### src/rtl/b64sc_pkg.sv
// Shared types, constants and alphabet functions for the base64 stream codec.
`default_nettype none

package b64sc_pkg;

  localparam logic [7:0] PAD_CHAR = 8'h3D;

  typedef struct packed {
    logic [23:0] bits;
    logic [1:0]  count;
    logic [1:0]  pads;
  } b64sc_group_t;

  typedef struct packed {
    logic [3:0][7:0] bytes;
    logic [2:0]      count;
    logic            last;
    logic            err;
  } b64sc_burst_t;

  function automatic logic [7:0] sextet_char(input logic [5:0] v);
    logic [7:0] c;
    c = {2'b00, v};
    if (v < 6'd26) begin
      sextet_char = 8'h41 + c;
    end else if (v < 6'd52) begin
      sextet_char = 8'h61 + c - 8'd26;
    end else if (v < 6'd62) begin
      sextet_char = 8'h30 + c - 8'd52;
    end else if (v == 6'd62) begin
      sextet_char = 8'h2B;
    end else begin
      sextet_char = 8'h2F;
    end
  endfunction

  function automatic logic [5:0] char_value(input logic [7:0] c);
    logic [7:0] d;
    d = 8'd0;
    if (c >= 8'h41 && c <= 8'h5A) begin
      d = c - 8'h41;
    end else if (c >= 8'h61 && c <= 8'h7A) begin
      d = c - 8'h61 + 8'd26;
    end else if (c >= 8'h30 && c <= 8'h39) begin
      d = c - 8'h30 + 8'd52;
    end else if (c == 8'h2B) begin
      d = 8'd62;
    end else if (c == 8'h2F) begin
      d = 8'd63;
    end
    char_value = d[5:0];
  endfunction

endpackage

`default_nettype wire

### src/rtl/b64sc_if.sv
// Handshake interfaces for the item, result and configuration channels.
`default_nettype none

interface b64sc_item_if;
  logic       valid;
  logic       ready;
  logic [7:0] in_byte;
  logic       in_last;
  modport source (output valid, output in_byte, output in_last, input ready);
  modport sink (input valid, input in_byte, input in_last, output ready);
endinterface

interface b64sc_result_if;
  logic       valid;
  logic       ready;
  logic [7:0] out_byte;
  logic       out_last;
  logic       length_error;
  modport source (output valid, output out_byte, output out_last, output length_error,
                  input ready);
  modport sink (input valid, input out_byte, input out_last, input length_error,
                output ready);
endinterface

interface b64sc_cfg_if;
  logic valid;
  logic ready;
  logic decode_mode;
  modport source (output valid, output decode_mode, input ready);
  modport sink (input valid, input decode_mode, output ready);
endinterface

`default_nettype wire

### src/rtl/base64_stream_codec_core.sv
// Top level of the base64 stream codec: group state, result buffer and handshakes.
//
//   channel  dir  payload                             accepted when
//   items    in   in_byte[7:0], in_last               items.valid & items.ready
//   results  out  out_byte[7:0], out_last, length_error  results.valid & results.ready
//   cfg      in   decode_mode                         cfg.valid & cfg.ready
//
// An item is processed in the cycle it is accepted; its results (0 to 4) are
// registered and leave one per cycle unless results stall. A new item is taken
// while the last result of the previous burst goes out.
// Reset clears the mode (encode), the group state and the result buffer.
// A stall on results holds the buffer and blocks items unless the buffer is empty
// or its last result leaves in that cycle.
`default_nettype none

module base64_stream_codec_core
  import b64sc_pkg::*;
(
  input wire logic       clk,
  input wire logic       rst,
  b64sc_item_if.sink     items,
  b64sc_result_if.source results,
  b64sc_cfg_if.sink      cfg
);

  logic            decode_mode;
  b64sc_group_t    group;
  b64sc_group_t    group_next;
  b64sc_burst_t    burst;
  logic [3:0][7:0] obuf_bytes;
  logic [2:0]      obuf_n;
  logic [1:0]      obuf_idx;
  logic            obuf_last;
  logic            obuf_err;
  logic            take;
  logic            accept;

  b64sc_step u_step (
    .decode_mode (decode_mode),
    .group       (group),
    .in_byte     (items.in_byte),
    .in_last     (items.in_last),
    .group_next  (group_next),
    .burst       (burst)
  );

  assign take         = results.valid && results.ready;
  assign items.ready  = (obuf_n == 3'd0) || (obuf_n == 3'd1 && results.ready);
  assign accept       = items.valid && items.ready;
  assign cfg.ready    = 1'b1;

  assign results.valid        = obuf_n != 3'd0;
  assign results.out_byte     = obuf_bytes[obuf_idx];
  assign results.out_last     = obuf_last && obuf_n == 3'd1;
  assign results.length_error = obuf_err;

  always_ff @(posedge clk) begin
    if (rst) begin
      decode_mode <= 1'b0;
      group       <= '0;
      obuf_n      <= 3'd0;
      obuf_idx    <= 2'd0;
      obuf_last   <= 1'b0;
      obuf_err    <= 1'b0;
    end else begin
      if (cfg.valid) begin
        decode_mode <= cfg.decode_mode;
        group       <= '0;
      end else if (accept) begin
        group <= group_next;
      end
      if (accept && burst.count != 3'd0) begin
        obuf_bytes <= burst.bytes;
        obuf_n     <= burst.count;
        obuf_idx   <= 2'd0;
        obuf_last  <= burst.last;
        obuf_err   <= burst.err;
      end else if (take) begin
        obuf_n   <= obuf_n - 3'd1;
        obuf_idx <= obuf_idx + 2'd1;
      end
    end
  end

  a_ready_only_near_empty: assert property (@(posedge clk) disable iff (rst)
    items.ready |-> obuf_n <= 3'd1)
    else $error("item accepted while result buffer busy");

  a_error_result_form: assert property (@(posedge clk) disable iff (rst)
    results.valid && results.length_error |-> results.out_byte == 8'd0 && results.out_last)
    else $error("length error result malformed");

  a_reset_empties: assert property (@(posedge clk)
    rst |=> !results.valid)
    else $error("results valid after reset");

  a_count_bounded: assert property (@(posedge clk) disable iff (rst)
    obuf_n <= 3'd4 && (!obuf_err || obuf_n <= 3'd1))
    else $error("result buffer count out of range");

endmodule

`default_nettype wire

### src/rtl/b64sc_step.sv
// Per-item group update and result burst generation for encode and decode.
`default_nettype none

module b64sc_step
  import b64sc_pkg::*;
(
  input  wire logic         decode_mode,
  input  wire b64sc_group_t group,
  input  wire logic [7:0]   in_byte,
  input  wire logic         in_last,
  output b64sc_group_t      group_next,
  output b64sc_burst_t      burst
);

  logic [23:0] enc_bits;
  logic [23:0] dec_bits;
  logic [5:0]  value;
  logic [1:0]  pads;
  logic [1:0]  n_bytes;

  always_comb begin
    case (group.count)
      2'd0:    enc_bits = {in_byte, group.bits[15:0]};
      2'd1:    enc_bits = {group.bits[23:16], in_byte, group.bits[7:0]};
      default: enc_bits = {group.bits[23:8], in_byte};
    endcase
  end

  assign value = char_value(in_byte);

  always_comb begin
    case (group.count)
      2'd0:    dec_bits = group.bits | {value, 18'd0};
      2'd1:    dec_bits = group.bits | {6'd0, value, 12'd0};
      2'd2:    dec_bits = group.bits | {12'd0, value, 6'd0};
      default: dec_bits = group.bits | {18'd0, value};
    endcase
  end

  always_comb begin
    pads = group.pads;
    if (in_byte == PAD_CHAR && group.count[1] && group.pads != 2'd2) begin
      pads = group.pads + 2'd1;
    end
    n_bytes = 2'd3 - pads;
  end

  always_comb begin
    group_next = '0;
    burst      = '0;
    if (!decode_mode) begin
      if (group.count != 2'd0 && group.count != 2'd1 || in_last) begin
        burst.count    = 3'd4;
        burst.last     = in_last;
        burst.bytes[0] = sextet_char(enc_bits[23:18]);
        burst.bytes[1] = sextet_char(enc_bits[17:12]);
        burst.bytes[2] = (group.count != 2'd0) ? sextet_char(enc_bits[11:6]) : PAD_CHAR;
        burst.bytes[3] = (group.count[1]) ? sextet_char(enc_bits[5:0]) : PAD_CHAR;
      end else begin
        group_next.bits  = enc_bits;
        group_next.count = group.count + 2'd1;
      end
    end else begin
      if (group.count == 2'd3) begin
        burst.count    = {1'b0, n_bytes};
        burst.last     = in_last;
        burst.bytes[0] = dec_bits[23:16];
        burst.bytes[1] = dec_bits[15:8];
        burst.bytes[2] = dec_bits[7:0];
      end else if (in_last) begin
        burst.count = 3'd1;
        burst.last  = 1'b1;
        burst.err   = 1'b1;
      end else begin
        group_next.bits  = dec_bits;
        group_next.count = group.count + 2'd1;
        group_next.pads  = pads;
      end
    end
  end

endmodule

`default_nettype wire
### src/flat_wrapper.sv
// flat-port wrapper written by rule: the top's interface ports become plain ports
module base64_stream_codec_core_flat import b64sc_pkg::*;
  (clk, rst, items_valid, items_in_byte, items_in_last, items_ready, results_valid, results_out_byte, results_out_last, results_length_error, results_ready, cfg_valid, cfg_decode_mode, cfg_ready);
  b64sc_item_if items_i ();
  b64sc_result_if results_i ();
  b64sc_cfg_if cfg_i ();
  input wire logic clk;
  input wire logic rst;
  input wire logic [$bits(items_i.valid)-1:0] items_valid;
  input wire logic [$bits(items_i.in_byte)-1:0] items_in_byte;
  input wire logic [$bits(items_i.in_last)-1:0] items_in_last;
  output wire logic [$bits(items_i.ready)-1:0] items_ready;
  output wire logic [$bits(results_i.valid)-1:0] results_valid;
  output wire logic [$bits(results_i.out_byte)-1:0] results_out_byte;
  output wire logic [$bits(results_i.out_last)-1:0] results_out_last;
  output wire logic [$bits(results_i.length_error)-1:0] results_length_error;
  input wire logic [$bits(results_i.ready)-1:0] results_ready;
  input wire logic [$bits(cfg_i.valid)-1:0] cfg_valid;
  input wire logic [$bits(cfg_i.decode_mode)-1:0] cfg_decode_mode;
  output wire logic [$bits(cfg_i.ready)-1:0] cfg_ready;
  assign items_i.valid = items_valid;
  assign items_i.in_byte = items_in_byte;
  assign items_i.in_last = items_in_last;
  assign items_ready = items_i.ready;
  assign results_valid = results_i.valid;
  assign results_out_byte = results_i.out_byte;
  assign results_out_last = results_i.out_last;
  assign results_length_error = results_i.length_error;
  assign results_i.ready = results_ready;
  assign cfg_i.valid = cfg_valid;
  assign cfg_i.decode_mode = cfg_decode_mode;
  assign cfg_ready = cfg_i.ready;
  base64_stream_codec_core u_core (.clk(clk), .rst(rst), .items(items_i), .results(results_i), .cfg(cfg_i));
endmodule
### config.mk
export PLATFORM = sky130hd
export DESIGN_NAME = base64_stream_codec_core_flat
export DESIGN_NICKNAME = d
export VERILOG_FILES = /design/src/rtl/b64sc_pkg.sv /design/src/rtl/b64sc_if.sv /design/src/rtl/base64_stream_codec_core.sv /design/src/rtl/b64sc_step.sv /design/src/flat_wrapper.sv
export SDC_FILE = /design/constraint.sdc
export NUM_CORES = 1
export LEC_CHECK = 0
export ABC_AREA = 0
export BUFFER_PORTS_ARGS = -buffer_cell sky130_fd_sc_hd__buf_2
export CAP_MARGIN = 5
export CORE_MARGIN = 4
export CORE_UTILIZATION = 40
export CTS_CLUSTER_SIZE = 25
export DETAILED_ROUTE_END_ITERATION = 8
export PLACE_DENSITY_LB_ADDON = 0.3
export SYNTH_ARGS = -nofsm -noshare
export SYNTH_HDL_FRONTEND = slang
export SYNTH_SLANG_ARGS = --single-unit
### constraint.sdc
create_clock -name clk -period 3.8 [get_ports clk]
set_input_delay 0.38 -clock clk [delete_from_list [all_inputs] [get_ports clk]]
set_output_delay 0.38 -clock clk [all_outputs]
set_load 0.005 [all_outputs]
==> results.yml <==
run_status:
  status: "finished, final reports clean"
power:
  power.total_mw: 2.78
  power_density_nw_per_um2: 426
  peakVddDrop_uv: 232
  p_leak_nw: 2.38
clock_network:
  cts_root_buf: "clkbuf_16"
  clk_pin_slew_ps: 60
  cts_tree: "yes"
  cts_buffer_depth: 2
  post_cts_resized: 0
  cts_setup_buffers: 0
  cts_max_level: 3
  cts_buffers: 9
  ctsHoldBuffers: 0
  clkLatencyLatePin_ps: 340
  cts_sinks: 68
timing:
  holdWs_ps: 290
  clock_skew_ps: 6.80
  relSlewSlack: 0.411
  fin_ws_ps: 505
  worstMarginPinSlew_ps: 871
  hold_viol_final: 0
  fmax_mhz: 304
  rsz0062_at_grt: "false"
  fin_setup_tns_ps: 0
  drv_slew: 0
  setup_violations: 0
  period_share: 0.867
  fin_crit_ps: 3290
placement:
  io_buffers: 26
  post_dp_cell_area_sq_um: 6230
  dp_cells: 890
  hpwl_microns: 14800
  place_congestion: 1.02
  place_ws_ps: 406
critical_path:
  crit_path_end_kind: "register"
  cp_num_buf_inv: 1
  r2r_start: "u_core.group[3]$_SDFFE_PP0P_"
  crit_arrival_ps: 3390
  r2r_cells: 11
  crit_type: "register to register"
  start_kind: "register"
  r2r_end: "u_core.obuf_bytes[9]$_DFFE_PP_"
  critPathMaxStageDelay_ps: 370
  critPathSlowestCell: "ha_1"
  worstPathRequired_ps: 3890
  rrSetupSlack_ps: 510
  path_cells: "inv_1 > ha_1 > nand2b_4 > a22o_1 > ha_1 > and3_1 > a311o_1 > a21oi_2 > or2_2 > o221ai_1 > a22o_1"
  worstPathMaxFanout: 12
  crit_family: "compound AO/OA/AOI/OAI gates"
cells_and_area:
  regArea_sq_um: 1680
  stdcell_count: 906
  drive_above_1_share: 0.140
  num-fill-cells: 1415
  fin_area_sq_um: 6540
  antennaDiodeCount: 0
  layout_common_cells: "nand2_1 (57), a21oi_1 (54), nor2_1 (52)"
  multiInputGateArea_sq_um: 3870
  nets: 769
  fin_util: 0.450
  area_delta_synth_final_pct: 10.2
  layout_commonest_cell: "nand2_1"
floorplanning:
  io_pins: 28
  initial_utilization: 0.408
  rows: 44
  dieArea_sq_um: 16800
  die_w_microns: 130
  coreArea_sq_um: 14500
  fp.dieH_microns: 130
worst_hold_path:
  hold_end: "u_core.decode_mode$_SDFFE_PP0P_"
  worstHoldPathCells: 3
  hold_path.class: "input port to register"
  hp-start: "cfg_decode_mode"
yosys:
  synthCells: 705
  synth_seq_area_share: 0.283
  avgSynthCellArea_sq_um: 8.42
  ys_warn_count: 0
  synth_edf_count: 32
  ys_ff_latch: 68
  synth_cell_type_count: 83
  async_flop_share: 0
  syn_nets: 757
  synth_area_sq_um: 5930
  synthFlopType: "dfxtp_1"
drt:
  wl_per_cell_microns: 21.6
  wl_microns: 19600
  ant_nets: 0
  drt_iter0_drc: 867
  vias: 5890
  dr.pass1.iters: 8
  viasPerCell: 6.50
  drc: 0
global_route:
  grt_pass1_vias: 5357
  overflow: 0
  grtUsageTotal: 0.232
  grt_pass1_wl_microns: 30300
  antenna_found_initial: 0
  grt_max_degree: 33
flow_run:
  cap_viol_max_count: 0
==> worst register-to-register path: stages, from the launching register on <==
cell and delay (ps):
dfxtp_1 310, inv_1 110, ha_1 370, nand2b_4 170, a22o_1 330, ha_1 310
and3_1 200, a311o_1 330, a21oi_2 340, or2_2 200, o221ai_1 150, a22o_1 230
==> cell usage after synthesis, types with 5 or more instances <==
library cell  number  share of area
nand2_1           57          0.036
a21oi_1           54          0.046
nor2_1            53          0.034
ha_1              37          0.078
dfxtp_1           36           0.12
inv_1             36          0.023
o21ai_0           36          0.030
edfxtp_1          32           0.16
nand3_1           29          0.024
clkbuf_1          27          0.017
a22o_1            21          0.031
a22oi_1           20          0.025
xnor2_1           15          0.022
mux2i_1           14          0.024
buf_2             13          0.011
a31oi_1           12          0.013
o31ai_1           12          0.015
and3_1            11          0.012
nor3_1            11         0.0093
o211ai_1          10          0.013
nand4_1            9         0.0095
nor2b_1            9         0.0095
a21o_1             8          0.010
mux4_2             8          0.030
nand2b_1           8         0.0084
a32oi_1            7          0.010
o221ai_1           7          0.010
a211oi_1           5         0.0063
o2111ai_1          5         0.0074
o22ai_1            5         0.0053
xor2_1             5         0.0074
==> kinds of logic after synthesis <==
logic type               after synthesis  synth area share
buffers and inverters                 87            0.0654
adder cells (fa/ha/maj)               37            0.0780
AO/OA/AOI/OAI                        250             0.298
XOR/XNOR                              20            0.0295
flip-flops                            68             0.283
other                                  1          0.000632
AND/OR/NAND/NOR                      217             0.185
multiplexers                          25            0.0601
==> area by class of cell <==
type	count	area share
tap	184	0.0352
clock inverter	6	0.0109
multi-input combinational	550	0.591
clock buffer	10	0.0365
inverter	38	0.0218
timing repair buffer	50	0.0474
sequential	68	0.257
==> flip-flops by register name, summed over array words and instances, names as in the netlist <==
| name | count |
|---|---|
| u_core.decode_mode | 1 |
| u_core.obuf_last | 1 |
| u_core.group | 28 |
| u_core.obuf_n | 3 |
| u_core.obuf_bytes | 32 |
| u_core.obuf_idx | 2 |
| u_core.results.length_error | 1 |
==> metal layers <==
metal,up-vias,GRT usage,part of all wire
met1,2818,0.327,0.43
met4,0,0.0837,0.029
li1,2692,-,-
met3,53,0.0327,0.080
met2,327,0.364,0.46
met5,-,0,0
==> where the power goes <==
| group | switching [mW] | internal [mW] | total [mW] |
|---|---|---|---|
| registers | 0.0711 | 0.852 | 0.923 |
| logic | 0.614 | 0.381 | 0.996 |
| clock network | 0.336 | 0.530 | 0.866 |
| total | 1.02 | 1.76 | 2.78 |
==> how the worst max path moves through the flow <==
stage	start	endpoint	slack [ps]	cells past startpoint
global route	u_core.group[2]$_SDFFE_PP0P_	u_core.obuf_bytes[2]$_DFFE_PP_	370	12
CTS	u_core.group[3]$_SDFFE_PP0P_	u_core.obuf_bytes[9]$_DFFE_PP_	530	11
floorplan	items_in_byte[1]	u_core.obuf_bytes[0]$_DFFE_PP_	30	8
global placement	items_in_byte[1]	u_core.obuf_bytes[21]$_DFFE_PP_	480	9
detailed placement	items_in_byte[1]	u_core.obuf_bytes[21]$_DFFE_PP_	410	9
finish	u_core.group[3]$_SDFFE_PP0P_	u_core.obuf_bytes[9]$_DFFE_PP_	510	11
Power figures use the tool's default switching activity.
